==> config.mk <==
export PLATFORM = sky130hd
export DESIGN_NAME = mau_ram
export DESIGN_NICKNAME = d
export VERILOG_FILES = /design/src/mau_pkg.sv /design/src/mau_ram.sv
export SDC_FILE = /design/constraint.sdc
export NUM_CORES = 1
export LEC_CHECK = 0
export BUFFER_PORTS_ARGS = -buffer_cell sky130_fd_sc_hd__buf_2
export CAP_MARGIN = 40
export CORE_MARGIN = 4
export CORE_UTILIZATION = 55
export CTS_CLUSTER_SIZE = 14
export DETAILED_ROUTE_END_ITERATION = 16
export PLACE_DENSITY = 0.77
export SLEW_MARGIN = 25
export SYNTH_ARGS = -nofsm -noshare
export SYNTH_HDL_FRONTEND = slang
export SYNTH_SLANG_ARGS = --single-unit
export TNS_END_PERCENT = 20
==> constraint.sdc <==
create_clock -name i_clk -period 12.7 [get_ports i_clk]
set_clock_uncertainty 0.1 [all_clocks]
set_input_delay 2.54 -clock i_clk [delete_from_list [all_inputs] [get_ports i_clk]]
set_output_delay 2.54 -clock i_clk [all_outputs]
set_load 0.005 [all_outputs]
==> src/mau_pkg.sv <==
package mau_pkg;

    localparam int unsigned DATA_W = 32;
    localparam int unsigned ELEMS  = 16;
    localparam int unsigned IDX_W  = 4;
    localparam int unsigned ACC_W  = 66;

    typedef enum logic [1:0] {
        OP_LOAD_A = 2'd0,
        OP_LOAD_B = 2'd1,
        OP_EXEC   = 2'd2,
        OP_NONE   = 2'd3
    } t_op;

    typedef enum logic [2:0] {
        FN_MUL    = 3'd0,
        FN_ADD    = 3'd1,
        FN_SUB    = 3'd2,
        FN_ADD_S  = 3'd3,
        FN_SUB_S  = 3'd4,
        FN_MUL_S  = 3'd5,
        FN_DIV_S  = 3'd6,
        FN_TRANSP = 3'd7
    } t_fn;

    typedef enum logic [2:0] {
        ST_IDLE,
        ST_READ,
        ST_EXEC,
        ST_ACC,
        ST_DIV,
        ST_EMIT_RD,
        ST_EMIT_LD
    } t_state;

    localparam logic signed [DATA_W-1:0] MAX_VAL = {1'b0, {(DATA_W-1){1'b1}}};
    localparam logic signed [DATA_W-1:0] MIN_VAL = {1'b1, {(DATA_W-1){1'b0}}};

    function automatic logic signed [DATA_W-1:0] sat_acc(input logic signed [ACC_W-1:0] v);
        logic signed [DATA_W-1:0] r;
        if (v > ACC_W'(MAX_VAL)) begin
            r = MAX_VAL;
        end else if (v < ACC_W'(MIN_VAL)) begin
            r = MIN_VAL;
        end else begin
            r = v[DATA_W-1:0];
        end
        return r;
    endfunction

endpackage

==> src/mau_ram.sv <==
module mau_ram (
    input  logic                                 i_clk,
    input  logic                                 i_we,
    input  logic [mau_pkg::IDX_W-1:0]            i_waddr,
    input  logic signed [mau_pkg::DATA_W-1:0]    i_wdata,
    input  logic [mau_pkg::IDX_W-1:0]            i_raddr,
    output logic signed [mau_pkg::DATA_W-1:0]    o_rdata
);

    logic signed [mau_pkg::DATA_W-1:0] r_mem [mau_pkg::ELEMS];

    always_ff @(posedge i_clk) begin
        if (i_we) begin
            r_mem[i_waddr] <= i_wdata;
        end
        o_rdata <= r_mem[i_raddr];
    end

endmodule

==> flow_metrics.tcl, run 1 <==
set metrics [dict create \
    status "finished clean" \
    ff2ff_setup_slack_ns 11.22 \
    peakVddDrop_uv 100 \
    stdcell_area_sq_um 22500 \
    ys_ff_latch 544 \
    tns_ns 0 \
    hp-class "flip-flop to flip-flop" \
    coreArea_sq_um 35600 \
    fin_util_pct 63.1 \
    cts.htree.levels 2 \
    slew_headroom_pct 44.2 \
    synth_cell_type_count 18 \
    whs_path_depth 3 \
    clk_pin_slew_worst_paths_ns 0.06 \
    ios 74 \
    r2r-start "r_mem[11][19]$_DFFE_PP_" \
    avgSynthCellArea_sq_um 23.7 \
    syn-num-nets 880 \
    end_kind "flip-flop" \
    reg2reg_depth 3 \
    place_congestion 0.704 \
    cts_made_buffers 49 \
    wl_um 40500 \
    final_hold_viol_count 0 \
    p_leak_nw 7.21 \
    critical_path_class "primary input to flip-flop" \
    antenna_found_initial 2 \
    dr.pass1.iters 7 \
    dp.cells 1354 \
    critical_path_arrival_ns 4.59 \
    start_util_pct 55.8 \
    insertion_delay_ns 0.55 \
    synth-seq-area-share_pct 80.7 \
    timing.rr.end "o_rdata[19]$_DFF_P_" \
    place_area_sq_um 21000 \
    finalCritPeriodShare_pct 33.5 \
    p_per_area_nw_per_um2 158 \
    critPathMaxFanout 39 \
    cts-root-buf "clkbuf_16" \
    postRouteAntennaNets 0 \
    hold_end "o_rdata[8]$_DFF_P_" \
    hp-start "r_mem[12][8]$_DFFE_PP_" \
    area_growth_pct 13.1 \
    setup_ws_ns 8.45 \
    max_clock_freq_mhz 235 \
    critical_path_buf_inv_count 3 \
    grt_pass1_vias 9369 \
    cp.required_ns 13.04 \
    hpwl_um 19100 \
    regArea_sq_um 16000 \
    critPathMaxStageDelay_ns 0.53 \
    finalSetupViolCount 0 \
    nets 986 \
    drive_above_1_share_pct 31.8 \
    cpMaxStageDelayCell "mux4_2" \
    finalPower_mw 3.56 \
    crit_chain "clkbuf_8 > buf_4 > buf_16 > mux4_2 > a22oi_1 > nand2_1" \
    synth_area_sq_um 19900 \
    clk_path_buf_depth 3 \
    drc 0 \
    dr_total_vias 9029 \
    wl_per_cell_um 28.0 \
    die_w_um 198 \
    grt_usage_pct 20.9 \
    rsz0062_at_grt "false" \
    crit_path_start_kind "primary input" \
    io_buffers 73 \
    hold_ws_ns 0.563 \
    syn_inst 838 \
    layout.cells.non_filler 1444 \
    max_cap_violations 0 \
    place_ws_ns 7.83 \
    vias_per_cell 6.25 \
    fill_cells 2273 \
    grt_remaining_overflow 0 \
    multiInputGateArea_sq_um 3750 \
    worst_pin_slew_ns 0.837 \
    grt_pass1_wl_um 59900 \
    cts_tree "done" \
    yosysWarnings 0 \
    postCtsSetupRepairBufs 0 \
    clock_sinks 544 \
    drv_slew 0 \
    cts_resized 0 \
    worst_path_dominant_cell_family "buffers and inverters" \
    period_needed_ns 4.25 \
    die_h_um 198 \
    drtIter0Drc 1070 \
    core.rowCount 69 \
    hold_buffers 0 \
    grt_max_degree 61 \
    dieArea_sq_um 39200 \
]
## how the worst max path moves through the flow
stage,to,depth (start not counted),startpoint,slack (ns)
2_1_floorplan,r_mem[0][0]$_DFFE_PP_,2,i_waddr[2],6.88
3_3_place_gp,o_rdata[22]$_DFF_P_,5,i_raddr[0],7.29
3_5_place_dp,o_rdata[20]$_DFF_P_,6,i_raddr[0],7.83
4_1_cts,o_rdata[22]$_DFF_P_,6,i_raddr[0],8.40
5_1_grt,o_rdata[23]$_DFF_P_,6,i_raddr[0],8.20
6_report,o_rdata[20]$_DFF_P_,6,i_raddr[0],8.45
## layout make-up
cell class                      instances  area share [%]
Antenna cell                            1          0.0111
Clock inverter                         14           0.312
Clock buffer                           75            6.31
Sequential cell                       544            71.3
Tap cell                              461            2.57
Multi-Input combinational cell        251            16.7
Timing Repair Buffer                   98            2.80
## flip-flops by register name (all words and copies together) (netlist names)
name / flops
o_rdata: 32
r_mem: 512
## cells in the mapped netlist, drive strengths merged
cell type    n  area, sq um
nand3b       2         15.0
nor3         4         20.0
nor2        13         48.8
nor2b        2         12.5
nand2b       2         12.5
buf         26          159
clkbuf      17         63.8
nand2       33          124
or3b         1         8.76
nand3        1         5.00
a22oi       64          480
edfxtp     512        15400
dfxtp       32          641
and2         1         6.26
mux4       128         2880
## per-layer routing
metal | share of wire, % | vias to the layer above | GRT usage [%]
met3 | 8.8 | 60 | 4.10
met5 | 0.020 | - | 0
li1 | - | 3779 | -
met1 | 38 | 4737 | 30.1
met4 | 1.8 | 2 | 4.59
met2 | 51 | 451 | 34.4
## kinds of logic after synthesis
group | Yosys count | synth area share, %
simple gates | 59 | 1.27
buf+inv | 43 | 1.12
flops | 544 | 80.7
mux | 128 | 14.5
compound gates | 64 | 2.42
## layout by cell type, fill, tap and decap left out, drive strengths merged
master and instances:
buf 97, dfxtp 32, or3b 1, a22oi 64
nand2b 2, and2 1, clkinvlp 1, nand3b 2
inv 1, nor2b 2, clkbuf 76, diode 1
nor2 13, nor3 4, mux4 128, nand3 1
nand2 33, edfxtp 512, clkinv 12
## worst register-to-register path: cells and delay by family (launching register included)
family | cells | cell delay [ns]
AO/OA/AOI/OAI | 1 | 0.26
AND/OR/NAND/NOR | 1 | 0.09
flip-flops | 1 | 0.41
multiplexers | 1 | 0.51
## power breakdown
| group | internal (mW) | total [mW] | switching, mW | leakage (nW) |
|---|---|---|---|---|
| registers | 2.01 | 2.02 | 0.0137 | 4.89 |
| logic | 0.0725 | 0.169 | 0.0970 | 1.58 |
| clock network | 0.767 | 1.37 | 0.599 | 0.727 |
(Power assumes the default switching activity.)
==> run 2, diff against run 1 <==
clock period = 4.33 ns   (was 12.7 ns; I/O delays follow)
==> flow_metrics.tcl, run 2 (synthesis results as in run 1) <==
set metrics [dict create \
    die_h_um 198 \
    critical_path_class "primary input to flip-flop" \
    mostFrequentLayoutCell "edfxtp_1" \
    insertion_delay_ns 0.56 \
    internal_power_mw 8.57 \
    antenna_found_initial 2 \
    setup_ws_ns 1.95 \
    met2WireLength_um 21100 \
    end_kind "flip-flop" \
    switching_share_pct 20.2 \
    postCtsSetupRepairBufs 0 \
    hp-class "flip-flop to flip-flop" \
    drv_slew 0 \
    hpwl_um 21400 \
    top_regs "r_mem (512), o_rdata (32)" \
    start_util_pct 55.8 \
    core.rowCount 69 \
    n_antenna_cell 0 \
    fill_cells 2292 \
    io_buffers 73 \
    wl_um 42200 \
    dr_total_vias 9303 \
    largest_reg_flops 512 \
    area_growth_pct 14.1 \
    grt_remaining_overflow 0 \
    final_hold_viol_count 0 \
    max_cap_violations 0 \
    drive_above_1_share_pct 32.6 \
    clock_sinks 544 \
    peakVddDrop_uv 355 \
    pwr-share-comb_pct 4.8 \
    slew_headroom_pct 44.7 \
    pwr-share-seq_pct 55.2 \
    grt_max_degree 47 \
    cts.htree.levels 2 \
    die_w_um 198 \
    p_per_area_nw_per_um2 474 \
    clockPowerShare_pct 40.0 \
    dieArea_sq_um 39200 \
    max_clock_freq_mhz 420 \
    cts-root-buf "clkbuf_16" \
    drtIter0Drc 1300 \
    nets 997 \
    place_congestion 0.736 \
    grt_pass1_wl_um 63200 \
    grt_usage_pct 22.0 \
    crit_path_start_kind "primary input" \
    critical_path_arrival_ns 2.73 \
    met3_length_um 3260 \
    routed.top_layer "met5" \
    drc 0 \
    critPathMaxFanout 44 \
    ios 74 \
    p_leak_nw 7.30 \
    cp.required_ns 4.68 \
    finalSetupViolCount 0 \
    final_cell_mix "edfxtp_1, mux4_2, buf_2, a22oi_1, clkbuf_16" \
    cts_resized 0 \
    cts_tree "done" \
    coreArea_sq_um 35600 \
    place_ws_ns 1.30 \
    wl_met1_um 17000 \
    worst_pin_slew_ns 0.828 \
    hold_buffers 0 \
    p_sw_mw 2.17 \
    status "finished clean" \
    wl_per_cell_um 28.9 \
    top_register "r_mem" \
    finalCritPeriodShare_pct 55.0 \
    dr.pass1.iters 5 \
    vias_per_cell 6.38 \
    period_needed_ns 2.38 \
    cts_made_buffers 51 \
    rsz0062_at_grt "false" \
    fin_util_pct 63.7 \
    tns_ns 0 \
    clk_path_buf_depth 3 \
    postRouteAntennaNets 0 \
    clk_pin_slew_worst_paths_ns 0.06 \
    grt_pass1_vias 9627 \
]
-- run 2: changes by cell type in the layout (fill, tap and decap cells not counted), sizes merged --
cell	before	now
buf	97	106
bufinv	0	3
clkbuf	76	77
clkinv	12	13
clkinvlp	1	2
diode	1	0
-- run 2: final timing paths --
path	start	endpoint	slack (ns)	depth (start not counted)
setup / recovery	i_raddr[0]	o_rdata[27]$_DFF_P_	1.95	5
hold / removal	r_mem[14][29]$_DFFE_PP_	o_rdata[29]$_DFF_P_	0.57	3
hold reg to reg	r_mem[14][29]$_DFFE_PP_	o_rdata[29]$_DFF_P_	0.57	3
setup reg to reg	r_mem[10][31]$_DFFE_PP_	o_rdata[31]$_DFF_P_	2.83	3
-- run 2: stage by stage --
| stage | cell area, sq um | instances | hold slack, ns | power (mW) |
|---|---|---|---|---|
| CTS | 22600 | 1456 | 0.551 | 10.8 |
| global route | 22700 | 1458 | 0.569 | 11.1 |
| floorplan | 19900 | 838 | 0.535 | 6.31 |
| global placement | 21000 | 1360 | 0.541 | 6.53 |
| detailed placement | 21000 | 1361 | 0.553 | 6.55 |
| finish | 22700 | 1458 | 0.565 | 10.7 |
-- run 2: routing by layer --
metal  global-route usage [%]  vias to the layer above
li1                         -                     3802
met1                     32.4                     5002
met2                     35.5                      426
met3                     3.91                       69
met4                     4.74                        4
met5                        0                        -
-- run 2: power by group through the flow --
stage	combinational (mW)	sequential [mW]	clock (mW)
5_1_grt	0.557	5.93	4.57
3_5_place_dp	0.511	6.04	0
6_report	0.514	5.93	4.30
4_1_cts	0.518	5.93	4.35
3_3_place_gp	0.495	6.03	0
2_1_floorplan	0.283	6.03	0
-- run 2: layout make-up --
cell class	instances	area (sq um)	area share, %
well taps	461	577	2.55
multi-input cells	251	3750	16.5
repair buffers	107	702	3.10
flip-flops and latches	544	16000	70.7
clock buffers	76	1430	6.32
clock inverters	19	183	0.806
-- run 2: critical path, stage by stage --
cell and delay, ns:
clkbuf_8 0.45, buf_4 0.50, mux4_2 0.57, a22oi_1 0.21
nand2_1 0.07
