[config.mk]
export PLATFORM = sky130hd
export DESIGN_NAME = mau_div
export DESIGN_NICKNAME = d
export VERILOG_FILES = /design/src/mau_pkg.sv /design/src/mau_div.sv
export SDC_FILE = /design/constraint.sdc
export NUM_CORES = 1
export LEC_CHECK = 0
export ABC_AREA = 1
export BUFFER_PORTS_ARGS = -buffer_cell sky130_fd_sc_hd__clkbuf_2
export CORE_MARGIN = 2
export CORE_UTILIZATION = 40
export DETAILED_ROUTE_END_ITERATION = 12
export PLACE_DENSITY_LB_ADDON = 0.3
export SLEW_MARGIN = 10
export SYNTH_ARGS = -nofsm -noshare
export SYNTH_HDL_FRONTEND = slang
export SYNTH_SLANG_ARGS = --single-unit
[constraint.sdc]
create_clock -name i_clk -period 2.4 [get_ports i_clk]
set_input_delay 0.6 -clock i_clk [delete_from_list [all_inputs] [get_ports i_clk]]
set_output_delay 0.6 -clock i_clk [all_outputs]
set_load 0.02 [all_outputs]
[src/mau_pkg.sv]
package mau_pkg;

    localparam int unsigned DATA_W = 32;
    localparam int unsigned ELEMS  = 16;
    localparam int unsigned IDX_W  = 4;
    localparam int unsigned ACC_W  = 66;

    typedef enum logic [1:0] {
        OP_LOAD_A = 2'd0,
        OP_LOAD_B = 2'd1,
        OP_EXEC   = 2'd2,
        OP_NONE   = 2'd3
    } t_op;

    typedef enum logic [2:0] {
        FN_MUL    = 3'd0,
        FN_ADD    = 3'd1,
        FN_SUB    = 3'd2,
        FN_ADD_S  = 3'd3,
        FN_SUB_S  = 3'd4,
        FN_MUL_S  = 3'd5,
        FN_DIV_S  = 3'd6,
        FN_TRANSP = 3'd7
    } t_fn;

    typedef enum logic [2:0] {
        ST_IDLE,
        ST_READ,
        ST_EXEC,
        ST_ACC,
        ST_DIV,
        ST_EMIT_RD,
        ST_EMIT_LD
    } t_state;

    localparam logic signed [DATA_W-1:0] MAX_VAL = {1'b0, {(DATA_W-1){1'b1}}};
    localparam logic signed [DATA_W-1:0] MIN_VAL = {1'b1, {(DATA_W-1){1'b0}}};

    function automatic logic signed [DATA_W-1:0] sat_acc(input logic signed [ACC_W-1:0] v);
        logic signed [DATA_W-1:0] r;
        if (v > ACC_W'(MAX_VAL)) begin
            r = MAX_VAL;
        end else if (v < ACC_W'(MIN_VAL)) begin
            r = MIN_VAL;
        end else begin
            r = v[DATA_W-1:0];
        end
        return r;
    endfunction

endpackage

[src/mau_div.sv]
module mau_div (
    input  logic                              i_clk,
    input  logic                              i_rst_n,
    input  logic                              i_start,
    input  logic signed [mau_pkg::DATA_W-1:0] i_dividend,
    input  logic signed [mau_pkg::DATA_W-1:0] i_divisor,
    output logic                              o_done,
    output logic signed [mau_pkg::DATA_W-1:0] o_quotient
);

    localparam int unsigned W = mau_pkg::DATA_W;

    logic         r_busy, n_busy;
    logic [4:0]   r_cnt, n_cnt;
    logic [W:0]   r_rem, n_rem;
    logic [W-1:0] r_q, n_q;
    logic [W-1:0] r_d, n_d;
    logic         r_neg, n_neg;
    logic         r_done, n_done;
    logic [W:0]   rem_sh;
    logic [W:0]   rem_sub;

    assign rem_sh  = {r_rem[W-1:0], r_q[W-1]};
    assign rem_sub = rem_sh - {1'b0, r_d};

    always_comb begin
        n_busy = r_busy;
        n_cnt  = r_cnt;
        n_rem  = r_rem;
        n_q    = r_q;
        n_d    = r_d;
        n_neg  = r_neg;
        n_done = 1'b0;
        if (i_start) begin
            n_busy = 1'b1;
            n_cnt  = '0;
            n_rem  = '0;
            n_q    = i_dividend[W-1] ? W'(-i_dividend) : W'(i_dividend);
            n_d    = i_divisor[W-1] ? W'(-i_divisor) : W'(i_divisor);
            n_neg  = i_dividend[W-1] ^ i_divisor[W-1];
        end else if (r_busy) begin
            // restoring step, one quotient bit per cycle
            if (!rem_sub[W]) begin
                n_rem = rem_sub;
                n_q   = {r_q[W-2:0], 1'b1};
            end else begin
                n_rem = rem_sh;
                n_q   = {r_q[W-2:0], 1'b0};
            end
            n_cnt = r_cnt + 5'd1;
            if (r_cnt == 5'(W - 1)) begin
                n_busy = 1'b0;
                n_done = 1'b1;
            end
        end
    end

    always_ff @(posedge i_clk) begin
        if (!i_rst_n) begin
            r_busy <= 1'b0;
            r_done <= 1'b0;
        end else begin
            r_busy <= n_busy;
            r_done <= n_done;
        end
        r_cnt <= n_cnt;
        r_rem <= n_rem;
        r_q   <= n_q;
        r_d   <= n_d;
        r_neg <= n_neg;
    end

    assign o_done = r_done;

    always_comb begin
        if (r_neg) begin
            o_quotient = -$signed(r_q);
        end else if (r_q[W-1]) begin
            o_quotient = mau_pkg::MAX_VAL;
        end else begin
            o_quotient = $signed(r_q);
        end
    end

endmodule

==> flow_metrics.tcl, run 1 <==
set metrics [dict create \
    ant_nets 0 \
    drc 0 \
    ys_ff_latch 104 \
    dr.pass1.iters 5 \
    h-tree-depth 3 \
    rows 55 \
    wirelength_um 28500 \
    critPathMaxStageDelay_ns 0.41 \
    die_y_um 156 \
    cts_buffer_depth 2 \
    place_congestion 0.930 \
    postCtsHoldBufs 0 \
    slew_headroom_pct 64.8 \
    die-area_sq_um 24300 \
    clk_latency_ns 0.37 \
    grt_first_pass_wirelength_um 44400 \
    die_x_um 156 \
    drt_iter0_markers 733 \
    critPathMaxFanout 3 \
    post-route-period-util_pct 121 \
    setup_ws_ns -0.506 \
    yosys_warnings 0 \
    met3_usage_pct 3.72 \
    finalHoldViolations 0 \
    path_buf_inv 4 \
    synthFlopType "edfxtp_1" \
    cts_made_buffers 9 \
    layout_min_cycle_time_ns 2.91 \
    avgSynthCellArea_sq_um 6.17 \
    critPathSlowestCell "edfxtp_1" \
    root_buffer "clkbuf_16" \
    drive_gt1_share_pct 23.4 \
    grt_pass1_vias 9372 \
    finalSetupTns_ns -8.25 \
    ir_drop_uv 242 \
    startpoint_type "flop" \
    total_leakage_power_nw 6.41 \
    vias 9943 \
    critPathKind "reg -> out" \
    netlist_area_sq_um 9250 \
    coreArea_sq_um 22600 \
    synth_nets 1604 \
    synth_edf_count 65 \
    wire_per_inst_um 14.3 \
    clk_pin_slew_ns 0.07 \
    gr-usage-met1_pct 30.0 \
    finalPower_mw 5.41 \
    required_ns 1.80 \
    rsz0062_at_grt "true" \
    slew_viol_final 0 \
    critPathCaptureType "primary output" \
    p_per_area_nw_per_um2 441 \
    outcome "complete, but fails checks" \
    syn_inst 1499 \
    grt_use_total_pct 22.8 \
    grt_antenna_before_repair 3 \
    busiest_layer "met2" \
    crit_arrival_ns 2.31 \
    dp_hpwl_um 20700 \
    synth_cell_types 44 \
    ys_seq_area_share_pct 29.6 \
    syn2layout_area_growth_pct 32.6 \
    initial_core_util_pct 40.8 \
    hp-class "in -> reg" \
    viasPerCell 4.98 \
    synthArstFlopShare_pct 0 \
    cp_top_family "simple AND/OR/NAND/NOR gates" \
    crit_chain "inv_2 > buf_6 > nand3_4 > nor2_2 > nand2_2 > nor2_4 > nand4_1 > o21ai_2 > o21ai_2 > o21ai_1 > inv_1 > buf_6" \
    grt.overflow.total 0 \
    violations "setup timing" \
    setup_viol 26 \
    cts_tree "built" \
    gr-usage-met2_pct 38.1 \
    grt_max_degree 35 \
    drv_cap 0 \
    clkSinkCount 104 \
    portBuffers 99 \
    nets 1810 \
    clock.fmax_ghz 0.344 \
    worstMarginPinSlew_ns 0.528 \
    fin_skew_ns 0.0134 \
    num_io_pins 100 \
]
==> worst min-delay path, stage by stage <==
cell and delay, ns:
clkbuf_2 0.09, nand2_1 0.05, nor2_1 0.04
==> Yosys cell counts, drive strengths merged (23+ instances only) <==
master / instances / area share [%]
dfxtp: 39 / 8.4
clkbuf: 24 / 0.97
inv: 300 / 12
edfxtp: 65 / 21
nand3: 97 / 5.4
o21ai: 107 / 5.8
nand2: 514 / 21
xnor2: 23 / 2.2
nor3: 35 / 2.1
ha: 37 / 5.0
nor2: 122 / 5.0
a21oi: 35 / 1.9
xor2: 37 / 3.5
==> placed cells by master (no fill, tap or decap), drive strengths merged, types with 3 or more instances in the layout <==
| cell type | count |
|---|---|
| o21ai | 107 |
| and2 | 7 |
| nand3 | 97 |
| a31oi | 6 |
| dfxtp | 39 |
| inv | 303 |
| xnor2 | 23 |
| a21oi | 35 |
| nor2 | 122 |
| ha | 37 |
| edfxtp | 65 |
| nand4 | 17 |
| clkinv | 3 |
| xor2 | 37 |
| clkbuf | 84 |
| or2 | 8 |
| o21a | 3 |
| nor3 | 35 |
| nand2 | 517 |
| buf | 148 |
| o211ai | 3 |
==> logic make-up (layout without fill, tap and decap cells) <==
kind of cell | after synthesis | after routing | share of synthesized area, %
AND/OR/NAND/NOR | 804 | 807 | 36.4
AO/OA/AOI/OAI | 162 | 162 | 9.30
adder cells (fa/ha/maj) | 38 | 38 | 5.22
other | 0 | 1 | 0
flip-flops | 104 | 104 | 29.6
buffers and inverters | 331 | 539 | 13.8
XOR/XNOR | 60 | 60 | 5.68
==> final cells by class <==
class	instances	area, sq um
well taps	285	357
fillers	2133	10400
flip-flops and latches	104	2730
inverters	301	1130
diodes	1	2.50
multi-input cells	1067	6020
clock buffers	10	250
repair buffers	222	1720
clock inverters	6	47.5
==> metal layers <==
metal / wire [um] / share of wire, %
met1: 12900 / 45
met2: 13000 / 46
met3: 1920 / 6.7
met4: 671 / 2.4
met5: 26 / 0.091
==> state kept, by name (all words and copies together), names as in the netlist <==
register  flops
r_busy        1
r_d          32
o_done        1
r_neg         1
r_cnt         5
r_q          32
r_rem        32
==> what timing repair did <==
item	in CTS	in global routing
buffers inserted	14	24
setup endpoints to repair	61	65
resized for setup	117	193
pin swaps	22	59
gates cloned	5	3
==> through the flow <==
| stage | setup WS [ns] | cells | hold slack [ns] | cell area, sq um | util, % |
|---|---|---|---|---|---|
| 6_report | -0.506 | 1996 | 0.466 | 12300 | 54.2 |
| 5_1_grt | -0.656 | 1995 | 0.478 | 12300 | 54.2 |
| 4_1_cts | -0.484 | 1972 | 0.460 | 11500 | 50.6 |
| 3_5_place_dp | -0.252 | 1939 | 0.462 | 10600 | 46.9 |
| 3_3_place_gp | -0.239 | 1939 | 0.461 | 10600 | 46.9 |
| 2_1_floorplan | 0.0276 | 1499 | 0.449 | 9250 | - |
==> report_power, final <==
| part | internal (mW) | switching (mW) |
|---|---|---|
| Clock | 0.781 | 0.738 |
| Sequential | 2.06 | 0.0799 |
| Combinational | 0.709 | 1.05 |
| Total | 3.55 | 1.86 |
==> path summary, 6_finish.rpt <==
| kind | start | to | slack, ns | depth (start not counted) |
|---|---|---|---|---|
| max reg2reg | r_d[0] | r_rem[12] | 0 | 18 |
| min reg2reg | r_rem[7] | r_rem[7] | 0.47 | 2 |
| min | i_rst_n | o_done | 0.47 | 3 |
| max | r_q[0] | o_quotient[25] | -0.51 | 12 |
Power figures use the tool's default switching activity.
==> run 2: changes to the inputs <==
CORE_UTILIZATION = 25   (was 40)
==> flow_metrics.tcl, run 2 (same netlist as run 1, synthesis figures left out) <==
set metrics [dict create \
    worstMarginPinSlew_ns 0.577 \
    pwr-share-seq_pct 39.6 \
    outcome "complete, but fails checks" \
    coreArea_sq_um 36500 \
    startpoint_type "flop" \
    fillers 3889 \
    dp_hpwl_um 23400 \
    place_congestion 0.894 \
    drt_iter0_markers 600 \
    portBuffers 99 \
    critPathMaxFanout 3 \
    layout_min_cycle_time_ns 2.96 \
    ir_drop_uv 296 \
    finalPower_mw 5.45 \
    grt_pass1_vias 9210 \
    internal_power_mw 3.52 \
    h-tree-depth 3 \
    worstHoldEndpoint "o_done" \
    top_regs "r_d: 32 flops, r_q: 32 flops, r_rem: 32 flops" \
    die_y_um 196 \
    drv_cap 0 \
    viasPerCell 4.45 \
    cts_buffer_depth 2 \
    setup_ws_ns -0.564 \
    total_leakage_power_nw 6.54 \
    reg2reg_slack_ns 0.01 \
    crit_chain "inv_2 > buf_4 > nand3_4 > nor2_4 > nand2_2 > nor2_4 > buf_4 > nand2_2 > nand2_2 > o21a_1 > o21ai_0 > o21ai_1 > buf_4" \
    initial_core_util_pct 25.3 \
    cp_top_family "simple AND/OR/NAND/NOR gates" \
    violations "setup timing" \
    antenna_cells 0 \
    wire_per_inst_um 14.2 \
    die-area_sq_um 38500 \
    critPathSlowestCell "edfxtp_1" \
    hp-class "in -> reg" \
    dr.pass1.iters 5 \
    crit_arrival_ns 2.36 \
    grt_max_degree 63 \
    p_per_area_nw_per_um2 433 \
    clk_latency_ns 0.36 \
    reg2reg_to "r_rem[20]" \
    mostFrequentLayoutCells "nand2_1, inv_1, buf_4, nor2_1, clkbuf_2" \
    slew_viol_final 0 \
    num_io_pins 100 \
    syn2layout_area_growth_pct 36.2 \
    rows 70 \
    die_x_um 196 \
    sw_frac_of_total_pct 35.6 \
    wirelength_um 30900 \
    fin_area_sq_um 12600 \
    post-route-period-util_pct 123 \
    whs_ns 0.455 \
    critPathMaxStageDelay_ns 0.41 \
    drive_gt1_share_pct 24.8 \
    cts_made_buffers 9 \
    grt_use_total_pct 15.9 \
    grt_first_pass_wirelength_um 48600 \
    layout_commonest_cell "nand2_1" \
    comb_power_share_pct 33.5 \
    worstReg2RegStart "r_d[0]" \
    critPathCaptureType "primary output" \
    crit_cells 13 \
    fin_skew_ns 0.0112 \
    root_buffer "clkbuf_16" \
    vias 9723 \
    dpl_cell_area_sq_um 10900 \
    clockPowerShare_pct 26.9 \
    slew_headroom_pct 61.5 \
    setup_viol 26 \
    postCtsHoldBufs 0 \
    path_buf_inv 4 \
    hold_path.startpoint "i_rst_n" \
    finalHoldViolations 0 \
    hold_path_depth 3 \
    power.switching_mw 1.94 \
    nets 1815 \
    cts_tree "built" \
    ant_nets 0 \
    critPathKind "reg -> out" \
    grt_antenna_before_repair 0 \
    drc 0 \
    clk_pin_slew_ns 0.08 \
    clkSinkCount 104 \
    required_ns 1.80 \
    grt.overflow.total 0 \
    rsz0062_at_grt "true" \
    clock.fmax_ghz 0.337 \
    worstRegToRegCells 18 \
]
run 2: cell count changes in the layout (fill, tap and decap cells not counted), moves of 3 or more:
cell / change
ha_1: +3
nand2_1: -18
nand2_4: +19
a21oi_1: +3
o21ai_2: +4
buf_4: +4
clkbuf_8: +5
nand3_2: +13
o21ai_1: -4
nor3_1: +3
nand3_1: -11
inv_1: +3
inv_2: -3
run 2: cell type report:
cell class | instances | area, sq um | share of cell area [%]
inverters | 301 | 1130 | 8.97
multi-input cells | 1067 | 6130 | 48.7
well taps | 468 | 586 | 4.65
clock buffers | 9 | 225 | 1.79
flip-flops and latches | 104 | 2730 | 21.7
clock inverters | 7 | 53.8 | 0.427
repair buffers | 227 | 1740 | 13.8
run 2: timing repair:
action / in CTS / in global routing
gates resized for setup: 128 / 201
cloned: 5 / 0
endpoints found under the setup margin: 55 / 61
pin swaps: 32 / 72
endpoints found under the hold margin: 0 / 0
setup buffers: 27 / 11
run 2: worst min-delay path, stage by stage:
cell and delay [ns]:
clkbuf_2 0.09, nand2_1 0.05, nor2_1 0.04
run 2: how the worst max path moves through the flow:
stage | start | to | slack (ns)
after CTS | r_q[4] | o_quotient[25] | -0.41
after detailed placement | r_q[1] | o_quotient[26] | -0.18
after global placement | r_q[1] | o_quotient[26] | -0.09
final | r_q[1] | o_quotient[17] | -0.56
after floorplan | r_q[1] | o_quotient[28] | 0.03
after global routing | r_q[1] | o_quotient[17] | -0.67
run 2: power by group through the flow:
stage	Sequential, mW	Combinational (mW)	Clock (mW)
6_report	2.16	1.83	1.47
5_1_grt	2.18	2.00	1.57
4_1_cts	2.16	1.66	1.51
3_5_place_dp	2.20	1.47	0
3_3_place_gp	2.19	1.47	0
2_1_floorplan	2.16	0.853	0
run 2: routing by layer:
layer  vias to the layer above  global-route usage [%]  part of all wire (%)
met5                         -                       0                     0
met2                       190                    25.5                    45
met4                         0                    5.08                   2.4
met3                        43                    1.82                   4.1
li1                       5099                       -                     -
met1                      4391                    22.2                    49
run 2: through the flow:
stage	worst slack [ns]	setup TNS [ns]	cells	utilization (%)
2_1_floorplan	0.0276	0	1499	-
3_3_place_gp	-0.0894	-1.62	2129	29.9
3_5_place_dp	-0.185	-3.48	2129	29.9
4_1_cts	-0.411	-7.75	2176	32.5
5_1_grt	-0.669	-14.03	2183	34.5
6_report	-0.564	-8.50	2183	34.5
